<file path="config.mk">
export PLATFORM = sky130hd
export DESIGN_NAME = chunked_transfer_decoder
export DESIGN_NICKNAME = d
export VERILOG_FILES = /design/src/rtl/core/ctd_pkg.sv /design/src/rtl/core/ctd_parser.sv /design/src/rtl/core/ctd_skid.sv /design/src/rtl/core/chunked_transfer_decoder.sv
export VERILOG_INCLUDE_DIRS = /design/src /design/src/rtl/core
export SDC_FILE = /design/constraint.sdc
export NUM_CORES = 1
export LEC_CHECK = 0
export ABC_AREA = 0
export BUFFER_PORTS_ARGS = -buffer_cell sky130_fd_sc_hd__buf_2
export CAP_MARGIN = 25
export CORE_MARGIN = 5
export CORE_UTILIZATION = 35
export DETAILED_ROUTE_END_ITERATION = 10
export GPL_TIMING_DRIVEN = 0
export SLEW_MARGIN = 30
export SYNTH_ARGS = -nofsm -noshare
export SYNTH_HDL_FRONTEND = slang
export SYNTH_SLANG_ARGS = --single-unit
export TNS_END_PERCENT = 10
</file>
<file path="constraint.sdc">
create_clock -name clock -period 8.9 [get_ports clock]
set_clock_uncertainty 0.2 [all_clocks]
set_input_delay 1.78 -clock clock [delete_from_list [all_inputs] [get_ports clock]]
set_output_delay 1.78 -clock clock [all_outputs]
set_load 0.02 [all_outputs]
</file>
<file path="src/rtl/core/assert_macros.svh">
// ----------------------------------------------------------------------------
// Assertion macros
// Shared concurrent assertion wrappers for the RTL.
// ----------------------------------------------------------------------------
`ifndef ASSERT_MACROS_SVH
`define ASSERT_MACROS_SVH

// prop must hold at every clock edge outside reset
`define ASSERT_AT(lbl, clk, rst, prop, msg) \
   lbl: assert property (@(posedge clk) disable iff (rst) (prop)) else $error(msg);

// cond must never be seen at a clock edge outside reset
`define ASSERT_NEVER(lbl, clk, rst, cond, msg) \
   `ASSERT_AT(lbl, clk, rst, !(cond), msg)

`endif

</file>
<file path="src/rtl/core/ctd_pkg.sv">
// ----------------------------------------------------------------------------
// ctd_pkg
// Shared constants and types of the chunked transfer decoder.
// ----------------------------------------------------------------------------
`default_nettype none

package ctd_pkg;

   localparam int SIZE_BITS = 32;

   typedef struct packed {
      logic       data_valid;
      logic [7:0] payload_byte;
      logic       message_done;
      logic       size_overflow;
   } rsp_word_type;

   typedef struct packed {
      logic main_valid;
      logic skid_valid;
   } skid_status_type;

endpackage

`default_nettype wire

</file>
<file path="src/rtl/core/ctd_parser.sv">
// ----------------------------------------------------------------------------
// ctd_parser
// Chunk framing state and per-word decode; result word for the current byte.
// ----------------------------------------------------------------------------
`default_nettype none

module ctd_parser (
   input  wire logic                 clock,
   input  wire logic                 reset,
   input  wire logic                 csr_wr_en,
   input  wire logic                 csr_wr_data,
   input  wire logic                 step,
   input  wire logic [7:0]           in_byte,
   output ctd_pkg::rsp_word_type     result
);

   localparam logic [7:0] CHAR_CR = 8'h0D;
   localparam logic [7:0] CHAR_LF = 8'h0A;
   localparam int         SB      = ctd_pkg::SIZE_BITS;

   typedef enum logic [1:0] {
      PH_SIZE  = 2'd0,
      PH_DATA  = 2'd1,
      PH_SKIP  = 2'd2,
      PH_FINAL = 2'd3
   } phase_type;

   phase_type         phase_ff, phase_in;
   logic [SB-1:0]     count_ff, count_in;
   logic              saw_cr_ff, saw_cr_in;
   logic              skip_ff, skip_in;
   logic              wait_crlf_ff;

   logic              is_hex;
   logic [3:0]        nibble;
   logic [SB-1:0]     count_dec;

   always_comb begin
      is_hex = 1'b1;
      nibble = in_byte[3:0];
      if (in_byte inside {[8'h30:8'h39]}) begin
         nibble = in_byte[3:0];
      end else if (in_byte inside {[8'h61:8'h66], [8'h41:8'h46]}) begin
         nibble = in_byte[3:0] + 4'd9;
      end else begin
         is_hex = 1'b0;
      end
   end

   assign count_dec = count_ff - SB'(1);

   always_comb begin
      phase_in  = phase_ff;
      count_in  = count_ff;
      saw_cr_in = saw_cr_ff;
      skip_in   = skip_ff;
      result    = '0;
      case (phase_ff)
         PH_SIZE: begin
            if (in_byte == CHAR_CR) begin
               saw_cr_in = 1'b1;
            end else if (in_byte == CHAR_LF && saw_cr_ff) begin
               saw_cr_in = 1'b0;
               if (count_ff == '0) begin
                  if (wait_crlf_ff) begin
                     phase_in = PH_FINAL;
                     skip_in  = 1'b1;
                  end else begin
                     result.message_done = 1'b1;
                  end
               end else begin
                  phase_in = PH_DATA;
               end
            end else begin
               saw_cr_in = 1'b0;
               if (is_hex) begin
                  if (count_ff[SB-1 -: 4] != 4'd0) begin
                     count_in             = '1;
                     result.size_overflow = 1'b1;
                  end else begin
                     count_in = {count_ff[SB-5:0], nibble};
                  end
               end
            end
         end
         PH_DATA: begin
            result.data_valid   = 1'b1;
            result.payload_byte = in_byte;
            count_in            = count_dec;
            if (count_dec == '0) begin
               phase_in = PH_SKIP;
               skip_in  = 1'b1;
            end
         end
         PH_SKIP, PH_FINAL: begin
            if (skip_ff) begin
               skip_in = 1'b0;
            end else begin
               result.message_done = (phase_ff == PH_FINAL);
               phase_in            = PH_SIZE;
               count_in            = '0;
               saw_cr_in           = 1'b0;
            end
         end
         default: begin
            phase_in = PH_SIZE;
         end
      endcase
   end

   always_ff @(posedge clock) begin
      if (reset) begin
         phase_ff     <= PH_SIZE;
         count_ff     <= '0;
         saw_cr_ff    <= 1'b0;
         skip_ff      <= 1'b0;
         wait_crlf_ff <= 1'b1;
      end else begin
         if (csr_wr_en) begin
            wait_crlf_ff <= csr_wr_data;
         end
         if (step) begin
            phase_ff  <= phase_in;
            count_ff  <= count_in;
            saw_cr_ff <= saw_cr_in;
            skip_ff   <= skip_in;
         end
      end
   end

endmodule

`default_nettype wire

</file>
<file path="src/rtl/core/ctd_skid.sv">
// ----------------------------------------------------------------------------
// ctd_skid
// Output register plus one skid entry; ready depends only on local state.
// ----------------------------------------------------------------------------
`default_nettype none

module ctd_skid (
   input  wire logic                    clock,
   input  wire logic                    reset,
   input  wire logic                    push,
   input  wire ctd_pkg::rsp_word_type   push_word,
   output logic                         push_ready,
   output logic                         out_valid,
   input  wire logic                    out_ready,
   output ctd_pkg::rsp_word_type        out_word,
   output ctd_pkg::skid_status_type     status
);

   logic                  main_v_ff;
   logic                  skid_v_ff;
   ctd_pkg::rsp_word_type main_ff;
   ctd_pkg::rsp_word_type skid_ff;
   logic                  pop;

   assign pop        = main_v_ff && out_ready;
   assign push_ready = !skid_v_ff;
   assign out_valid  = main_v_ff;
   assign out_word   = main_ff;

   assign status.main_valid = main_v_ff;
   assign status.skid_valid = skid_v_ff;

   always_ff @(posedge clock) begin
      if (reset) begin
         main_v_ff <= 1'b0;
         skid_v_ff <= 1'b0;
      end else if (push) begin
         if (!main_v_ff || pop) begin
            main_v_ff <= 1'b1;
         end else begin
            skid_v_ff <= 1'b1;
         end
      end else if (pop) begin
         if (skid_v_ff) begin
            skid_v_ff <= 1'b0;
         end else begin
            main_v_ff <= 1'b0;
         end
      end
   end

   always_ff @(posedge clock) begin
      if (push) begin
         if (!main_v_ff || pop) begin
            main_ff <= push_word;
         end else begin
            skid_ff <= push_word;
         end
      end else if (pop && skid_v_ff) begin
         main_ff <= skid_ff;
      end
   end

endmodule

`default_nettype wire

</file>
<file path="src/rtl/core/chunked_transfer_decoder.sv">
// Each result word is registered in the output register or, if stalled, the skid entry.
// One word per cycle while req_ready is high; per-byte framing is one registered step.
// req_ready is low only while the skid entry behind the output register is full.
// Reset (synchronous, active high) returns to the size-line phase with a zero
// count, clears both output entries and sets wait_crlf_ff to 1.
// ----------------------------------------------------------------------------
// chunked_transfer_decoder
// Strips chunk framing from a chunked transfer body, one byte per word.
// ----------------------------------------------------------------------------
`default_nettype none

`include "assert_macros.svh"

module chunked_transfer_decoder (
   input  wire logic       clock,
   input  wire logic       reset,
   input  wire logic       req_valid,
   output logic            req_ready,
   input  wire logic [7:0] req_in_byte,
   output logic            rsp_valid,
   input  wire logic       rsp_ready,
   output logic            rsp_data_valid,
   output logic [7:0]      rsp_payload_byte,
   output logic            rsp_message_done,
   output logic            rsp_size_overflow,
   input  wire logic       csr_wr_en,
   input  wire logic       csr_wr_data
);

   logic                      req_accept;
   ctd_pkg::rsp_word_type     step_word;
   ctd_pkg::rsp_word_type     out_word;
   ctd_pkg::skid_status_type  skid_status;

   assign req_accept = req_valid && req_ready;

   ctd_parser u_parser (
      .clock       (clock),
      .reset       (reset),
      .csr_wr_en   (csr_wr_en),
      .csr_wr_data (csr_wr_data),
      .step        (req_accept),
      .in_byte     (req_in_byte),
      .result      (step_word)
   );

   ctd_skid u_skid (
      .clock      (clock),
      .reset      (reset),
      .push       (req_accept),
      .push_word  (step_word),
      .push_ready (req_ready),
      .out_valid  (rsp_valid),
      .out_ready  (rsp_ready),
      .out_word   (out_word),
      .status     (skid_status)
   );

   assign rsp_data_valid    = out_word.data_valid;
   assign rsp_payload_byte  = out_word.payload_byte;
   assign rsp_message_done  = out_word.message_done;
   assign rsp_size_overflow = out_word.size_overflow;

   `ASSERT_AT(a_skid_behind_main, clock, reset,
      skid_status.skid_valid |-> skid_status.main_valid, "skid entry without output entry")
   `ASSERT_AT(a_stall_fills_skid, clock, reset,
      (req_accept && rsp_valid && !rsp_ready) |=> !req_ready, "stalled push lost")
   `ASSERT_NEVER(a_data_not_done, clock, reset,
      rsp_valid && rsp_data_valid && rsp_message_done, "data word flagged as done")
   `ASSERT_NEVER(a_data_not_ovf, clock, reset,
      rsp_valid && rsp_data_valid && rsp_size_overflow, "data word flagged overflow")

endmodule

`default_nettype wire

</file>
# After elaboration in Yosys (flattened, before gate mapping)
# Cells that the tools add are included.
word_totals:
  out_inout_bits: 13
  regBits: 61
  input_bits: 14
  wordCells: 115
classes:
  bitwise_logic: 1
  eq_ne: 17
  muxes: 47
  reduce_logical: 27
  n_addsub: 2
  magnitude_cmp: 6
op_table:
  columns: ["op", "n"]
  rows:
  - ["$mux 32", 5]
  - ["$pmux 32 s3", 1]
  - ["$logic_not 32->1", 2]
  - ["$mux 11", 3]
  - ["$sub 32x1->32 const B", 1]
  - ["$mux 1", 24]
  - ["$eq 8x4->1 const B", 2]
  - ["$ge 8x7->1 const B", 2]
  - ["$le 8x7->1 const B", 2]
  - ["$mux 2", 7]
  - ["$ne 2x1->1 const B", 6]
  - ["$reduce_and 6->1", 2]
  - ["$ne 2x2->1 const B", 5]
  - ["$mux 9", 1]
  - ["$ge 8x6->1 const B", 1]
  - ["$le 8x6->1 const B", 1]
  - ["$mux 4", 2]
  - ["$reduce_bool 2->1", 4]
  - ["$logic_and 1x1->1", 7]
  - ["$pmux 2 s3", 1]
  - ["$reduce_and 2->1", 3]
  - ["$reduce_and 3->1", 2]
  - ["$reduce_and 5->1", 1]
  - ["$add 4x4->4 const B", 1]
  - ["other kinds (11)", 14]

# Depth between registers and ports, before layout
logic_depth:
  word_depth: 11
  ltp_mapped: 12
  mapped_depth_nobuf: 10

# Modules after synthesis
# A second synthesis with hierarchy kept.
unflattened:
  hier_cells: 498
  area_unflattened_um2: 4120.2
by_module_without_submodules:
  columns: ["module", "seq_area_each_um2", "cells_each", "area_each_um2", "n_inst"]
  rows:
  - ["ctd_parser", 740.7, 446, 3161.8, 1]
  - ["ctd_skid", 700.7, 51, 952.2, 1]
  - ["chunked_transfer_decoder", 0.0, 1, 6.3, 1]

# Least setup slack after synthesis
# Ideal clock, no wire load.
synth_timing:
  path_kind: "input to register"
  from: "input port req_in_byte[0]"
  to: "register u_parser.count_ff[8]"
  required_time_ns: 8.614
  t_arrival_ns: 3.608
  setup_time_ns: 0.086
  setup_slack_ns: 5.006
  cell_stages: 11
  n_path_buf: 2
  path_cell_list: "inv_1 -> ha_1 -> nor2_1 -> a21oi_1 -> o211ai_1 -> and2_1 -> a21o_1 -> clkbuf_1 -> clkbuf_1 -> a21oi_1 -> a211oi_1"
synth_via:
  elab_chain_len: 7
synth_lines:
  columns: ["item", "line_no", "rtl"]
  rows:
  - ["start, declared", "chunked_transfer_decoder.sv:19", "input wire logic [7:0] req_in_byte,"]
  - ["$ge 8x7->1 / $le 8x7->1 (equally long branches)", "ctd_parser.sv:43", "end else if (in_byte inside {[8'h61:8'h66], [8'h41:8'h46]}) begin"]
  - ["$logic_and 1x1->1", "ctd_parser.sv:43", null]
  - ["$reduce_bool 2->1", "ctd_parser.sv:43", null]
  - ["$mux 1", "ctd_parser.sv:43", null]
  - ["$mux 1", "ctd_parser.sv:41", "if (in_byte inside {[8'h30:8'h39]}) begin"]
  - ["$ne 2x1->1 (no source line)", null, null]
  - ["$reduce_and 5->1 (no source line) (*)", null, null]
  - ["end signal, assigned", "ctd_parser.sv:124", "count_ff <= count_in;"]
  - ["end, declared", "ctd_parser.sv:29", "logic [SB-1:0] count_ff, count_in;"]
# Every way passes the cells marked *; elsewhere a longest branch is shown, timed or not.
# A chain may end at the register's enable or synchronous reset.

# Worst setup path after layout
layout_timing:
  from: "input port req_in_byte[0]"
  to: "register u_parser.count_ff[4]"
# Same word-level chain as after synthesis.

==> impl_results.md <==
- Worst-path cell chain: buf_2 -> inv_1 -> ha_1 -> nor2_1 -> a21oi_1 -> o211ai_1 -> and2_1 -> a21o_1 -> clkbuf_1 -> clkbuf_1 -> a21oi_1 -> a211oi_1
- Max FO, Critical Path: 10
- #FFs+latches synth: 61
- Final Hold Viols: 0
- CTS root buf: clkbuf_8
- Reg2reg path depth: 11
- Gr busiest metal: met2
- Crit path kind: input port to flip-flop
- Setup_tns: 0 ps
- Reg-to-Reg Start: u_parser.count_ff[3]
- Worst Path Buf+Inv: 4
- EDFF count, synth: 22
- Peak VDD IR: 68.7 uV
- Worst path required time: 8950 ps
- Fmax: 220 MHz
- Area delta synth->final: 13.3%
- Critical-path top delay cell: clkbuf_1
- # Post-CTS Setup Buffers: 0
- Multi-input gate area in the final layout: 2240 um^2
- Worst R2R Setup Slack: 4960 ps
- Die area: 13300 um^2
- CP Capture Type: flip-flop
- Grt met1 use: 24.9%
- Antenna-violating nets left: 0
- Min-delay src: u_parser.saw_cr_ff
- Clk buf depth: 2
- Max cap viols: 0
- GR Util met3: 4.58%
- Routed via count: 4022
- Initial antenna violation count: 0
- Clock period minus worst slack: 4550 ps
- R2R Path End: u_parser.phase_ff[1]
- Final Non-Filler Cells: 677
- YS warnings: 0
- Critical Path Source Type: input port
- Worst hold path class: flip-flop to flip-flop
- Register area: 1440 um^2
- I/O Buffers: 25
- Dominant synthesized flop cell: dfxtp_1
- Crit-path max cell delay: 580 ps
- 1st-iter DRT viols: 471
- Initial cell density of the core: 35.8%
- Final period util: 51.2%
- Vias in the first global route: 3829
- Final setup viols: 0
- Ratio of cells with drive above 1 in the final layout: 11.7%
- Insertion delay of the later-clocked pin in the worst-skew pair: 350 ps
- Post-cts resize count: 0
- Largest net degree at the start of global routing: 12
- Sequential element share of the synthesized area: 37.1%
- Critical path's top delay family: buffers and inverters
- Initial DRT Pass Iterations: 5
- Clk slew on worst S/H paths: 70 ps
- Cts hold-fix bufs: 0
- Power Density: 151 nW/um^2
- CTS tree: done
- Residual DRC: 0
- Gate count of the mapped netlist: 496
- Avg WL per Cell: 18.9 um
- Slew of the pin with the lowest slew margin: 838 ps
- CTS buffer count: 9
- Nets: 553
- RSZ-0062 raised after global routing: false
- Syn avg cell area: 7.83 um^2
- Final WL: 12.8 mm
- Sink Count: 61
- Worst Hold Path Cells: 2
- Core Rows: 38
- Vias/cell: 5.94
- Die extent in x: 115 um
- Num ports: 27
- Fill cells: 1139
- First-pass GRT wire length: 20.2 mm
- DP Wirelength: 8.84 mm
- Slew headroom: 44.0%
- Final GP Congestion: 0.955
- Die H: 115 um
- Arr. time, crit path: 4600 ps
- Met2 global-route usage: 31.8%
- Area of the core: 10800 um^2
- N_diodes: 0
- # H-tree levels: 3
- Async SR Flop Fraction: 0%
- Static leakage: 1.59 nW
- Global-route usage over all layers: 19.3%
- Syn nets: 517
- Dpl cells: 661
- Outcome: complete, no violations
- GRT overflow: 0
- Synthesized area: 3880 um^2
- Post-synth cell types: 53
- Endpoint with the worst hold slack: u_parser.saw_cr_ff
- Final Slew Violations: 0
through the flow:
stage | area, um^2 | util (%) | setup slack [ps] | hold WS, ps | total power, W
2_1_floorplan | 3880 | - | 5010 | 237 | 0.000362
3_3_place_gp | 4180 | 38.6 | 4140 | 259 | 0.000387
3_5_place_dp | 4190 | 38.6 | 4070 | 264 | 0.000388
4_1_cts | 4400 | 40.6 | 4400 | 275 | 0.000665
5_1_grt | 4400 | 40.6 | 4140 | 332 | 0.000685
6_report | 4400 | 40.6 | 4350 | 274 | 0.000663
power by group:
group	switching [W]	internal, W	total (W)
clock	0.000122	0.000158	0.000279
sequential	0.00000368	0.000297	0.000300
combinational	0.0000558	0.0000276	0.0000834
synthesized netlist by cell type (9+ instances only):
library cell | number | share of area (%)
a21oi_1 | 50 | 6.4
nor2_1 | 57 | 5.5
o211ai_1 | 9 | 1.7
nor3_1 | 22 | 2.8
inv_1 | 11 | 1.1
clkbuf_1 | 38 | 3.7
mux2_2 | 9 | 2.6
nand2_1 | 45 | 4.4
nor4_1 | 14 | 2.3
or3_1 | 10 | 1.6
xnor2_1 | 11 | 2.5
o21ai_0 | 50 | 6.4
edfxtp_1 | 22 | 17
dfxtp_1 | 39 | 20
area by class of cell:
class / count / share of cell area [%]
multi-input cells: 381 / 50.8
flip-flops and latches: 61 / 32.8
well taps: 140 / 3.98
plain buffers: 43 / 3.78
clock buffers: 10 / 2.90
repair buffers: 25 / 2.84
clock inverters: 6 / 1.96
inverters: 11 / 0.938
worst min-delay path, stage by stage (launching register included):
cell and delay (ps):
dfxtp_1 320, nand2_1 50, a21oi_1 50
kinds of logic (layout without fill, tap and decap cells):
kind of cell / Yosys count / count (layout) / share of synthesized area, %
and+or+nand+nor: 199 / 199 / 25.8
adders and majority gates: 7 / 7 / 2.26
DFF: 61 / 61 / 37.1
AOI/OAI and AO/OA: 153 / 153 / 23.8
xor gates and xnor gates: 11 / 11 / 2.48
buffers and inverters: 54 / 95 / 5.35
muxes: 11 / 11 / 3.25
placed cells by master, fill, tap and decap left out, types with 4 or more instances in the layout:
cell      netlist  final
nand3_1         5      5
a211oi_1        7      7
a22oi_1         6      6
nor3_1         22     22
o31ai_1         6      6
and2_1          7      7
nor2_1         57     57
a21oi_1        50     49
or2_2           4      4
a31oi_1         5      5
nand2_1        45     45
buf_2           3     28
or3_1          10     10
ha_1            7      7
o41ai_1         4      4
o211ai_1        9      9
o21ai_0        50     50
nand4_1         7      7
edfxtp_1       22     22
nor4_1         14     14
clkbuf_1       38     39
inv_1          11     11
xnor2_1        11     11
or4_1           7      7
mux2_2          9      9
dfxtp_1        39     39
clkbuf_8        0      9
registers in the layout, indices dropped and copies added (netlist names):
| register | count |
|---|---|
| u_parser.count_ff | 32 |
| u_skid.out_word | 11 |
| u_skid.skid_ff | 11 |
| u_parser.phase_ff | 2 |
| u_parser.saw_cr_ff | 1 |
| u_parser.skip_ff | 1 |
| u_parser.wait_crlf_ff | 1 |
| u_skid.out_valid | 1 |
| u_skid.skid_v_ff | 1 |
worst max-delay path by stage:
stage                            to  slack, ps  cells after the start           start
5_1_grt        u_parser.count_ff[8]       4140                     12  req_in_byte[0]
4_1_cts        u_parser.count_ff[8]       4400                     12  req_in_byte[0]
6_report       u_parser.count_ff[4]       4350                     12  req_in_byte[0]
3_5_place_dp   u_parser.count_ff[8]       4070                     12  req_in_byte[0]
2_1_floorplan  u_parser.count_ff[8]       5010                     11  req_in_byte[0]
3_3_place_gp   u_parser.count_ff[8]       4140                     12  req_in_byte[0]
layer usage:
| layer | part of all wire, % | vias up |
|---|---|---|
| li1 | - | 1900 |
| met1 | 43 | 1894 |
| met2 | 46 | 195 |
| met3 | 9.4 | 33 |
| met4 | 2.2 | 0 |
| met5 | 0 | - |
(Power assumes the default switching activity.)
